$ cat src/hw/rtl/skt_pkg.sv
// Shared types and constants for the sorted key table.
// Holds the table geometry, the request action codes and the result status codes.
// No dependencies.
package skt_pkg;

  localparam int CAPACITY = 64;
  localparam int IDX_W    = $clog2(CAPACITY);
  localparam int CNT_W    = $clog2(CAPACITY + 1);
  localparam int KEY_W    = 32;
  localparam int ACT_W    = 3;
  localparam int POS_W    = 7;
  localparam int STAT_W   = 3;
  localparam int RIDX_W   = 7;
  localparam int ECNT_W   = 7;

  typedef enum logic [ACT_W-1:0] {
    ACT_FIND          = 3'd0,
    ACT_INSERT_SORTED = 3'd1,
    ACT_INSERT_AT     = 3'd2,
    ACT_REMOVE_AT     = 3'd3,
    ACT_REMOVE_KEY    = 3'd4,
    ACT_INDEX_OF      = 3'd5
  } action_t;

  typedef enum logic [STAT_W-1:0] {
    ST_OK          = 3'd0,
    ST_NOT_FOUND   = 3'd1,
    ST_FULL        = 3'd2,
    ST_BAD_INDEX   = 3'd3,
    ST_NEED_SORTED = 3'd4
  } status_t;

endpackage

$ cat src/hw/rtl/skt_ram.sv
// Generic single-clock RAM with one write port and one registered read port.
// Depends on nothing; used for the key storage of the sorted key table.
module skt_ram #(
  parameter int WIDTH = 32,
  parameter int DEPTH = 64
) (
  input  logic                     clk,
  input  logic                     we,
  input  logic [$clog2(DEPTH)-1:0] wr_addr,
  input  logic [WIDTH-1:0]         wr_data,
  input  logic [$clog2(DEPTH)-1:0] rd_addr,
  output logic [WIDTH-1:0]         rd_data
);

  logic [WIDTH-1:0] mem [DEPTH];

  // Write and registered read; data appears in the cycle after the address.
  always_ff @(posedge clk) begin
    if (we) begin
      mem[wr_addr] <= wr_data;
    end
    rd_data <= mem[rd_addr];
  end

endmodule

$ cat src/hw/rtl/sorted_key_table_top.sv
// Sorted key table: request sequencer around one key memory.
// Depends on skt_pkg and skt_ram.
//
// Usage
//   Requests arrive as beats on the in_ stream; each gives exactly one result beat on the
//   out_ stream. The sorted_mode register is written through the cfg_ channel, which is
//   always ready; write it only while no request is in flight.
//   One request is handled at a time: in_tready is high while the sequencer is idle.
//   All keys live in one single-port-read, single-port-write RAM with a registered read,
//   and that port sets the timing: a find or remove_key search reads and compares the
//   middle entry once per halving step, an insert shift moves entries up one at a time
//   before the key is written, a remove shift moves entries down one at a time, and an
//   index_of scan reads the entries in order until it finds a match. Around these come
//   the accept of the request and the load of the result register.
//   The result register decouples the sides: the next request is taken while a result
//   still waits, and the sequencer holds its finished result while the receiver stalls.
//   Reset clears the entry count, sets sorted mode and empties the result register; the
//   key memory is not cleared, as only entries below the count are ever read.
module sorted_key_table_top
  import skt_pkg::*;
(
  input  logic        clk,
  input  logic        rst_n,
  // Request stream
  input  logic        in_tvalid,
  output logic        in_tready,
  input  logic [47:0] in_tdata,   // [2:0] action, [34:3] key, [41:35] position, rest zero
  // Result stream
  output logic        out_tvalid,
  input  logic        out_tready,
  output logic [23:0] out_tdata,  // [2:0] status, [9:3] result_index, [16:10] entry_count
  // Configuration write
  input  logic        cfg_valid,
  output logic        cfg_ready,
  input  logic        cfg_data    // sorted_mode
);

  localparam logic [CNT_W-1:0] CAP_CNT = CNT_W'(CAPACITY);

  typedef enum logic [2:0] {
    S_IDLE,
    S_SRCH_RD,
    S_SRCH_CMP,
    S_SHUP,
    S_SHDN,
    S_SCAN,
    S_RESP
  } state_t;

  state_t             state_r, state_nxt;
  logic [ACT_W-1:0]   act_r, act_nxt;
  logic [KEY_W-1:0]   key_r, key_nxt;
  logic [CNT_W-1:0]   count_r, count_nxt;
  logic               mode_r, mode_nxt;
  logic [CNT_W-1:0]   lo_r, lo_nxt;
  logic [CNT_W-1:0]   hi_r, hi_nxt;
  logic [CNT_W-1:0]   mid_r, mid_nxt;
  logic [CNT_W-1:0]   idx_r, idx_nxt;
  logic [CNT_W-1:0]   ptr_r, ptr_nxt;
  logic               pend_r, pend_nxt;
  logic [CNT_W-1:0]   paddr_r, paddr_nxt;
  logic [STAT_W-1:0]  stat_r, stat_nxt;
  logic               out_valid_r, out_valid_nxt;
  logic [23:0]        out_data_r, out_data_nxt;

  logic               ram_we;
  logic [IDX_W-1:0]   ram_wa;
  logic [KEY_W-1:0]   ram_wd;
  logic [IDX_W-1:0]   ram_ra;
  logic [KEY_W-1:0]   ram_rd;

  logic [ACT_W-1:0]   in_act;
  logic [KEY_W-1:0]   in_key;
  logic [POS_W-1:0]   in_pos;
  logic [CNT_W:0]     mid_sum;
  logic [CNT_W-1:0]   mid_calc;
  logic               res_load;

  assign in_act   = in_tdata[2:0];
  assign in_key   = in_tdata[34:3];
  assign in_pos   = in_tdata[41:35];
  assign mid_sum  = {1'b0, lo_r} + {1'b0, hi_r} - {{CNT_W{1'b0}}, 1'b1};
  assign mid_calc = mid_sum[CNT_W:1];
  assign res_load = (state_r == S_RESP) && (!out_valid_r || out_tready);

  assign in_tready  = (state_r == S_IDLE);
  assign cfg_ready  = 1'b1;
  assign out_tvalid = out_valid_r;
  assign out_tdata  = out_data_r;

  skt_ram #(
    .WIDTH (KEY_W),
    .DEPTH (CAPACITY)
  ) u_keys (
    .clk     (clk),
    .we      (ram_we),
    .wr_addr (ram_wa),
    .wr_data (ram_wd),
    .rd_addr (ram_ra),
    .rd_data (ram_rd)
  );

  // Request sequencer: search, shift, scan and result hand-off.
  always_comb begin
    state_nxt     = state_r;
    act_nxt       = act_r;
    key_nxt       = key_r;
    count_nxt     = count_r;
    mode_nxt      = mode_r;
    lo_nxt        = lo_r;
    hi_nxt        = hi_r;
    mid_nxt       = mid_r;
    idx_nxt       = idx_r;
    ptr_nxt       = ptr_r;
    pend_nxt      = pend_r;
    paddr_nxt     = paddr_r;
    stat_nxt      = stat_r;
    out_valid_nxt = out_valid_r;
    out_data_nxt  = out_data_r;
    ram_we        = 1'b0;
    ram_wa        = paddr_r[IDX_W-1:0];
    ram_wd        = ram_rd;
    ram_ra        = '0;

    if (cfg_valid) begin
      mode_nxt = cfg_data;
    end
    if (out_valid_r && out_tready) begin
      out_valid_nxt = 1'b0;
    end

    unique case (state_r)
      S_IDLE: begin
        if (in_tvalid) begin
          act_nxt  = in_act;
          key_nxt  = in_key;
          lo_nxt   = '0;
          hi_nxt   = count_r;
          idx_nxt  = '0;
          pend_nxt = 1'b0;
          stat_nxt = ST_BAD_INDEX;
          state_nxt = S_RESP;
          case (in_act) inside
            ACT_FIND, ACT_REMOVE_KEY: begin
              if (!mode_r) begin
                stat_nxt = ST_NEED_SORTED;
              end else begin
                state_nxt = S_SRCH_RD;
              end
            end
            ACT_INSERT_SORTED: begin
              if (count_r >= CAP_CNT) begin
                stat_nxt = ST_FULL;
              end else if (mode_r) begin
                state_nxt = S_SRCH_RD;
              end else begin
                idx_nxt   = count_r;
                ptr_nxt   = count_r;
                state_nxt = S_SHUP;
              end
            end
            ACT_INSERT_AT: begin
              if (CNT_W'(in_pos) > count_r) begin
                stat_nxt = ST_BAD_INDEX;
              end else if (count_r >= CAP_CNT) begin
                stat_nxt = ST_FULL;
              end else begin
                idx_nxt   = CNT_W'(in_pos);
                ptr_nxt   = count_r;
                state_nxt = S_SHUP;
              end
            end
            ACT_REMOVE_AT: begin
              if (CNT_W'(in_pos) >= count_r) begin
                stat_nxt = ST_BAD_INDEX;
              end else begin
                idx_nxt   = CNT_W'(in_pos);
                ptr_nxt   = CNT_W'(in_pos);
                state_nxt = S_SHDN;
              end
            end
            ACT_INDEX_OF: begin
              ptr_nxt   = '0;
              state_nxt = S_SCAN;
            end
            default: begin
              stat_nxt = ST_BAD_INDEX;
            end
          endcase
        end
      end

      // Issue the read of the middle entry, or finish with the insertion point.
      S_SRCH_RD: begin
        if (lo_r < hi_r) begin
          ram_ra    = mid_calc[IDX_W-1:0];
          mid_nxt   = mid_calc;
          state_nxt = S_SRCH_CMP;
        end else begin
          idx_nxt = lo_r;
          case (act_r)
            ACT_INSERT_SORTED: begin
              ptr_nxt   = count_r;
              state_nxt = S_SHUP;
            end
            default: begin
              stat_nxt  = ST_NOT_FOUND;
              state_nxt = S_RESP;
            end
          endcase
        end
      end

      // Compare the middle entry and narrow the range.
      S_SRCH_CMP: begin
        if (ram_rd == key_r) begin
          idx_nxt = mid_r;
          case (act_r)
            ACT_INSERT_SORTED: begin
              ptr_nxt   = count_r;
              state_nxt = S_SHUP;
            end
            ACT_REMOVE_KEY: begin
              ptr_nxt   = mid_r;
              state_nxt = S_SHDN;
            end
            default: begin
              stat_nxt  = ST_OK;
              state_nxt = S_RESP;
            end
          endcase
        end else begin
          if (ram_rd < key_r) begin
            lo_nxt = mid_r + 1'b1;
          end else begin
            hi_nxt = mid_r;
          end
          state_nxt = S_SRCH_RD;
        end
      end

      // Move entries up from the top down to the insert index, then write the key.
      S_SHUP: begin
        pend_nxt = 1'b0;
        if (pend_r) begin
          ram_we = 1'b1;
        end
        if (ptr_r > idx_r) begin
          ram_ra    = IDX_W'(ptr_r - 1'b1);
          pend_nxt  = 1'b1;
          paddr_nxt = ptr_r;
          ptr_nxt   = ptr_r - 1'b1;
        end else if (!pend_r) begin
          ram_we    = 1'b1;
          ram_wa    = idx_r[IDX_W-1:0];
          ram_wd    = key_r;
          count_nxt = count_r + 1'b1;
          stat_nxt  = ST_OK;
          state_nxt = S_RESP;
        end
      end

      // Move entries down from the removed index to the top.
      S_SHDN: begin
        pend_nxt = 1'b0;
        if (pend_r) begin
          ram_we = 1'b1;
        end
        if ((ptr_r + 1'b1) < count_r) begin
          ram_ra    = IDX_W'(ptr_r + 1'b1);
          pend_nxt  = 1'b1;
          paddr_nxt = ptr_r;
          ptr_nxt   = ptr_r + 1'b1;
        end else if (!pend_r) begin
          count_nxt = count_r - 1'b1;
          stat_nxt  = ST_OK;
          state_nxt = S_RESP;
        end
      end

      // Linear scan: one read per cycle, compare in the cycle after it.
      S_SCAN: begin
        pend_nxt = 1'b0;
        if (pend_r && (ram_rd == key_r)) begin
          idx_nxt   = paddr_r;
          stat_nxt  = ST_OK;
          state_nxt = S_RESP;
        end else if (ptr_r < count_r) begin
          ram_ra    = ptr_r[IDX_W-1:0];
          pend_nxt  = 1'b1;
          paddr_nxt = ptr_r;
          ptr_nxt   = ptr_r + 1'b1;
        end else begin
          stat_nxt  = ST_NOT_FOUND;
          state_nxt = S_RESP;
        end
      end

      // Load the result register once it is free.
      S_RESP: begin
        if (res_load) begin
          out_valid_nxt = 1'b1;
          out_data_nxt  = {7'd0, ECNT_W'(count_r), RIDX_W'(idx_r), stat_r};
          state_nxt     = S_IDLE;
        end
      end

      default: begin
        state_nxt = S_IDLE;
      end
    endcase
  end

  // State and registered outputs.
  always_ff @(posedge clk) begin
    if (!rst_n) begin
      state_r     <= S_IDLE;
      count_r     <= '0;
      mode_r      <= 1'b1;
      pend_r      <= 1'b0;
      out_valid_r <= 1'b0;
    end else begin
      state_r     <= state_nxt;
      count_r     <= count_nxt;
      mode_r      <= mode_nxt;
      pend_r      <= pend_nxt;
      out_valid_r <= out_valid_nxt;
    end
    act_r      <= act_nxt;
    key_r      <= key_nxt;
    lo_r       <= lo_nxt;
    hi_r       <= hi_nxt;
    mid_r      <= mid_nxt;
    idx_r      <= idx_nxt;
    ptr_r      <= ptr_nxt;
    paddr_r    <= paddr_nxt;
    stat_r     <= stat_nxt;
    out_data_r <= out_data_nxt;
  end

`ifndef SYNTHESIS
  a_count_bound: assert property (@(posedge clk) disable iff (!rst_n)
    count_r <= CAP_CNT)
    else $error("entry count exceeds capacity");

  a_no_write_idle: assert property (@(posedge clk) disable iff (!rst_n)
    ram_we |-> (state_r == S_SHUP || state_r == S_SHDN))
    else $error("key memory written outside a shift");

  a_count_moves_in_shift: assert property (@(posedge clk) disable iff (!rst_n)
    ($past(rst_n) && count_r != $past(count_r))
      |-> ($past(state_r) == S_SHUP || $past(state_r) == S_SHDN))
    else $error("entry count changed outside a shift");

  a_full_means_full: assert property (@(posedge clk) disable iff (!rst_n)
    (res_load && stat_r == ST_FULL) |-> count_r == CAP_CNT)
    else $error("table full reported below capacity");
`endif

endmodule

$ cat config.mk
export PLATFORM = sky130hd
export DESIGN_NAME = sorted_key_table_top
export DESIGN_NICKNAME = d
export VERILOG_FILES = /design/src/hw/rtl/skt_pkg.sv /design/src/hw/rtl/skt_ram.sv /design/src/hw/rtl/sorted_key_table_top.sv
export SDC_FILE = /design/constraint.sdc
export NUM_CORES = 2
export LEC_CHECK = 0
export BUFFER_PORTS_ARGS = -buffer_cell sky130_fd_sc_hd__buf_2
export CAP_MARGIN = 25
export CORE_ASPECT_RATIO = 2
export CORE_UTILIZATION = 59
export CTS_CLUSTER_SIZE = 24
export DETAILED_ROUTE_END_ITERATION = 8
export PLACE_DENSITY_LB_ADDON = 0.15
export SLEW_MARGIN = 20
export SYNTH_ARGS = -nofsm -noshare
export SYNTH_HDL_FRONTEND = slang
export SYNTH_HIERARCHICAL = 1
export SYNTH_SLANG_ARGS = --single-unit
$ cat constraint.sdc
create_clock -name clk -period 13.9 [get_ports clk]
set_clock_uncertainty 0.1 [all_clocks]
set_input_delay 2.78 -clock clk [delete_from_list [all_inputs] [get_ports clk]]
set_output_delay 2.78 -clock clk [all_outputs]
set_load 0.005 [all_outputs]
==> results by group <==
STA
  • Final Cycle Share: 51.9%
  • Minimum clock period: 7.21 ns
  • Fmax: 139 MHz
  • RSZ-0062 raised after global routing: false
  • Final Max Tran Viols: 0
  • Setup_tns: 0 ns
  • Worst-Margin Slew: 1.08 ns
  • Slew HR: 28.1%
  • Final setup vio count: 0
  • Final Hold Viols: 0
  • Hold slack: 0.337 ns

Run
  • MaxCap Viol Count: 0

Final layout
  • Fraction of layout instances using a drive strength above 1: 22.7%
  • Fill cell count: 9587
  • Commonest non-fill, non-tap cell in the layout: edfxtp_1
  • Final cell count without fillers: 6518
  • Syn-to-layout area delta: 10.4%
  • Number of nets in the layout: 4614
  • Most frequent cells in the layout: 2145 x edfxtp_1, 446 x mux4_2, 192 x mux2i_1

Drt
  • Final wirelength: 223000 µm
  • Drt wl/cell: 34.3 µm
  • DR vias/cell: 6.82
  • Detailed Routing Iterations Pass 1: 6
  • 1st-iter DRT viols: 4472
  • Drt drc: 0
  • ANT nets after route: 0
  • Via count: 44500

Critical path
  • CP max FO: 93
  • Worst EP required: 14.49 ns
  • Crit path DAT: 7.80 ns
  • Setup crit end kind: register
  • Nature of the critical path startpoint: register
  • Setup CP Type: reg -> reg
  • Worst R2R Path Depth: 18

CTS
  • Sink Count: 2190
  • Clock transition at path regs: 0.07 ns
  • # H-tree levels: 4
  • TritonCTS buffer count: 184
  • Setup bufs post-CTS: 0
  • CTS tree: yes
  • # resized after CTS: 0
  • Cts hold-fix bufs: 0
  • Clk Latency, worst-skew pair: 0.83 ns
  • CTS root buf: clkbuf_16
  • CTS Buffer Depth: 4

Synthesis
  • Most used DFF post-synth: edfxtp_1
  • Synth Area per Inst: 20.1 µm²
  • EDFF count, synth: 2145
  • Seq/Total Area, Yosys: 75.2%
  • Post-Syn Instances: 4313
  • Compound-cell area share of the yosys netlist: 4.53%
  • FFs w/ async S/R, synth: 0%
  • Syn Std Cell Area: 86900 µm²
  • Post-synthesis xor/xnor area fraction: 0.242%
  • Cell variety after synth: 87
  • Adder-cell share of the synthesized area: 1.26%
  • Post-synthesis simple-gate area fraction: 2.47%
  • YS warnings: 6
  • Mux contribution to synthesized area: 14.3%
  • Largest family of logic cells by synthesized area: multiplexers
  • Register bit total from synthesis: 2190

Min path
  • Hold-critical path depth: 0
  • Hold crit path type: reg -> reg

Power and ir drop
  • Power Dens Cells: 232 nW/µm²
  • Leak: 0.0300 µW
  • Worst vdd ir: 0.000218 V

Global route
  • Vias in the first global route: 45100
  • Number of antenna violations at the first check in global routing: 8
  • First-pass GRT wire length: 317000 µm
  • Gr usage total: 30.4%
  • GRT Residual Overflow: 0
  • Largest net degree at the start of global routing: 110

Floorplanning
  • Standard-cell row count: 198
  • Die ar.: 149000 µm²
  • Die Width: 273 µm
  • DIE HEIGHT: 545 µm
  • Core Region: 146000 µm²
  • Starting Density: 59.5%
  • Io pins: 81

Placement
  • Placer congestion estimate: 1.01
  • Port bufs: 66
  • Placed insts: 6181
  • DP Wirelength: 133000 µm

Status
  • Outcome: finished clean
[layer usage]
| metal | up-vias | wire length [µm] | track usage (%) | part of all wire, % |
|---|---|---|---|---|
| li1 | 18200 | - | - | - |
| met1 | 23700 | 76700 | 36.2 | 34 |
| met2 | 2082 | 120000 | 54.0 | 54 |
| met3 | 523 | 14700 | 4.01 | 6.6 |
| met4 | 4 | 12200 | 15.5 | 5.5 |
| met5 | - | 30 | 0 | 0.013 |
[synthesized netlist by cell type (11+ instances only)]
master,instances,share of area [%]
a22oi_1,143,1.2
a311o_1,12,0.14
nand2_1,92,0.40
o211ai_1,15,0.13
nor2_1,153,0.66
buf_4,37,0.32
nor2b_1,30,0.22
clkbuf_1,91,0.39
nand3_1,64,0.37
a21oi_1,73,0.42
o22ai_1,47,0.34
nand2b_1,14,0.10
inv_1,88,0.38
and3_1,16,0.12
dfxtp_1,45,1.0
mux2i_1,192,2.2
o22a_1,14,0.14
mux2_2,29,0.38
o21ai_0,75,0.43
nand4_1,11,0.079
a31oi_1,27,0.19
buf_6,32,0.41
mux4_2,446,12
nor3_1,19,0.11
xnor2_1,17,0.17
buf_2,59,0.34
a211oi_1,25,0.22
edfxtp_1,2145,74
a22o_1,14,0.14
ha_1,84,1.2
o221ai_1,16,0.16
[registers in the layout, indices dropped and copies added (netlist names), 7 cells and up]
register / flops
paddr_r: 7
mid_r: 7
lo_r: 7
ptr_r: 7
count_r: 7
u_keys/rd_data: 32
key_r: 32
idx_r: 7
out_tdata: 17
u_keys/mem: 2048
hi_r: 7
[layout make-up]
class                           instances  area [µm²]  share of cell area, %
Clock buffer                          232        4890                   5.10
Timing Repair Buffer                  207        1600                   1.66
Inverter                               92         345                  0.360
Tap cell                             1900        2380                   2.48
Multi-Input combinational cell       1799       20500                   21.3
Sequential cell                      2190       65300                   68.1
Antenna cell                            4        10.0                 0.0104
Clock inverter                         94         937                  0.977
[cell families (layout without fill, tap and decap cells)]
kind of cell / count (synthesis) / in the layout
flip-flops: 2190 / 2190
AND/OR/NAND/NOR: 448 / 448
buffers and inverters: 330 / 625
AO/OA/AOI/OAI: 558 / 558
other: 2 / 12
adder cells (fa/ha/maj): 86 / 86
multiplexers: 675 / 675
XOR/XNOR: 24 / 24
[worst paths after layout]
kind / from / to / slack [ns]
min: stat_r[1]$_DFFE_PP_ / out_tdata[1]$_DFFE_PP_ / 0.34
min reg2reg: stat_r[1]$_DFFE_PP_ / out_tdata[1]$_DFFE_PP_ / 0.34
max reg2reg: ptr_r[1]$_DFFE_PP_ / u_keys/rd_data[5]$_DFF_P_ / 6.69
max: ptr_r[1]$_DFFE_PP_ / u_keys/rd_data[5]$_DFF_P_ / 6.69
[power breakdown]
part           total (µW)  switching, µW  internal, µW
sequential           8780            214          8570
clock                5120           2290          2830
combinational        8390           5290          3100
total               22300           7800         14500
[through the flow]
step                setup WS [ns]  util [%]  instance area [µm²]  power, µW
CTS                          6.66      65.6                95800      22300
global placement             6.68      61.5                89800      17100
finish                       6.69      65.7                95900      22300
global route                 6.28      65.7                95900      23100
detailed placement           6.63      61.6                89900      17300
floorplan                    8.61         -                86900      14500
[critical path, cell delays in order (launching register included)]
cell and delay [ns]:
edfxtp_1 0.66, ha_1 0.35, nand3_1 0.14, xnor2_1 0.43, ha_1 0.32, o211a_1 0.15
a221oi_2 0.22, o21ai_1 0.20, nor2_1 0.39, nor3_1 0.15, o21ai_4 0.23, buf_12 0.57
buf_4 0.70, buf_4 0.80, mux4_2 0.60, a22oi_1 0.36, nand3_1 0.12, nand2_1 0.26
a21oi_1 0.07
Note: power is estimated with default switching activity, not from simulation.
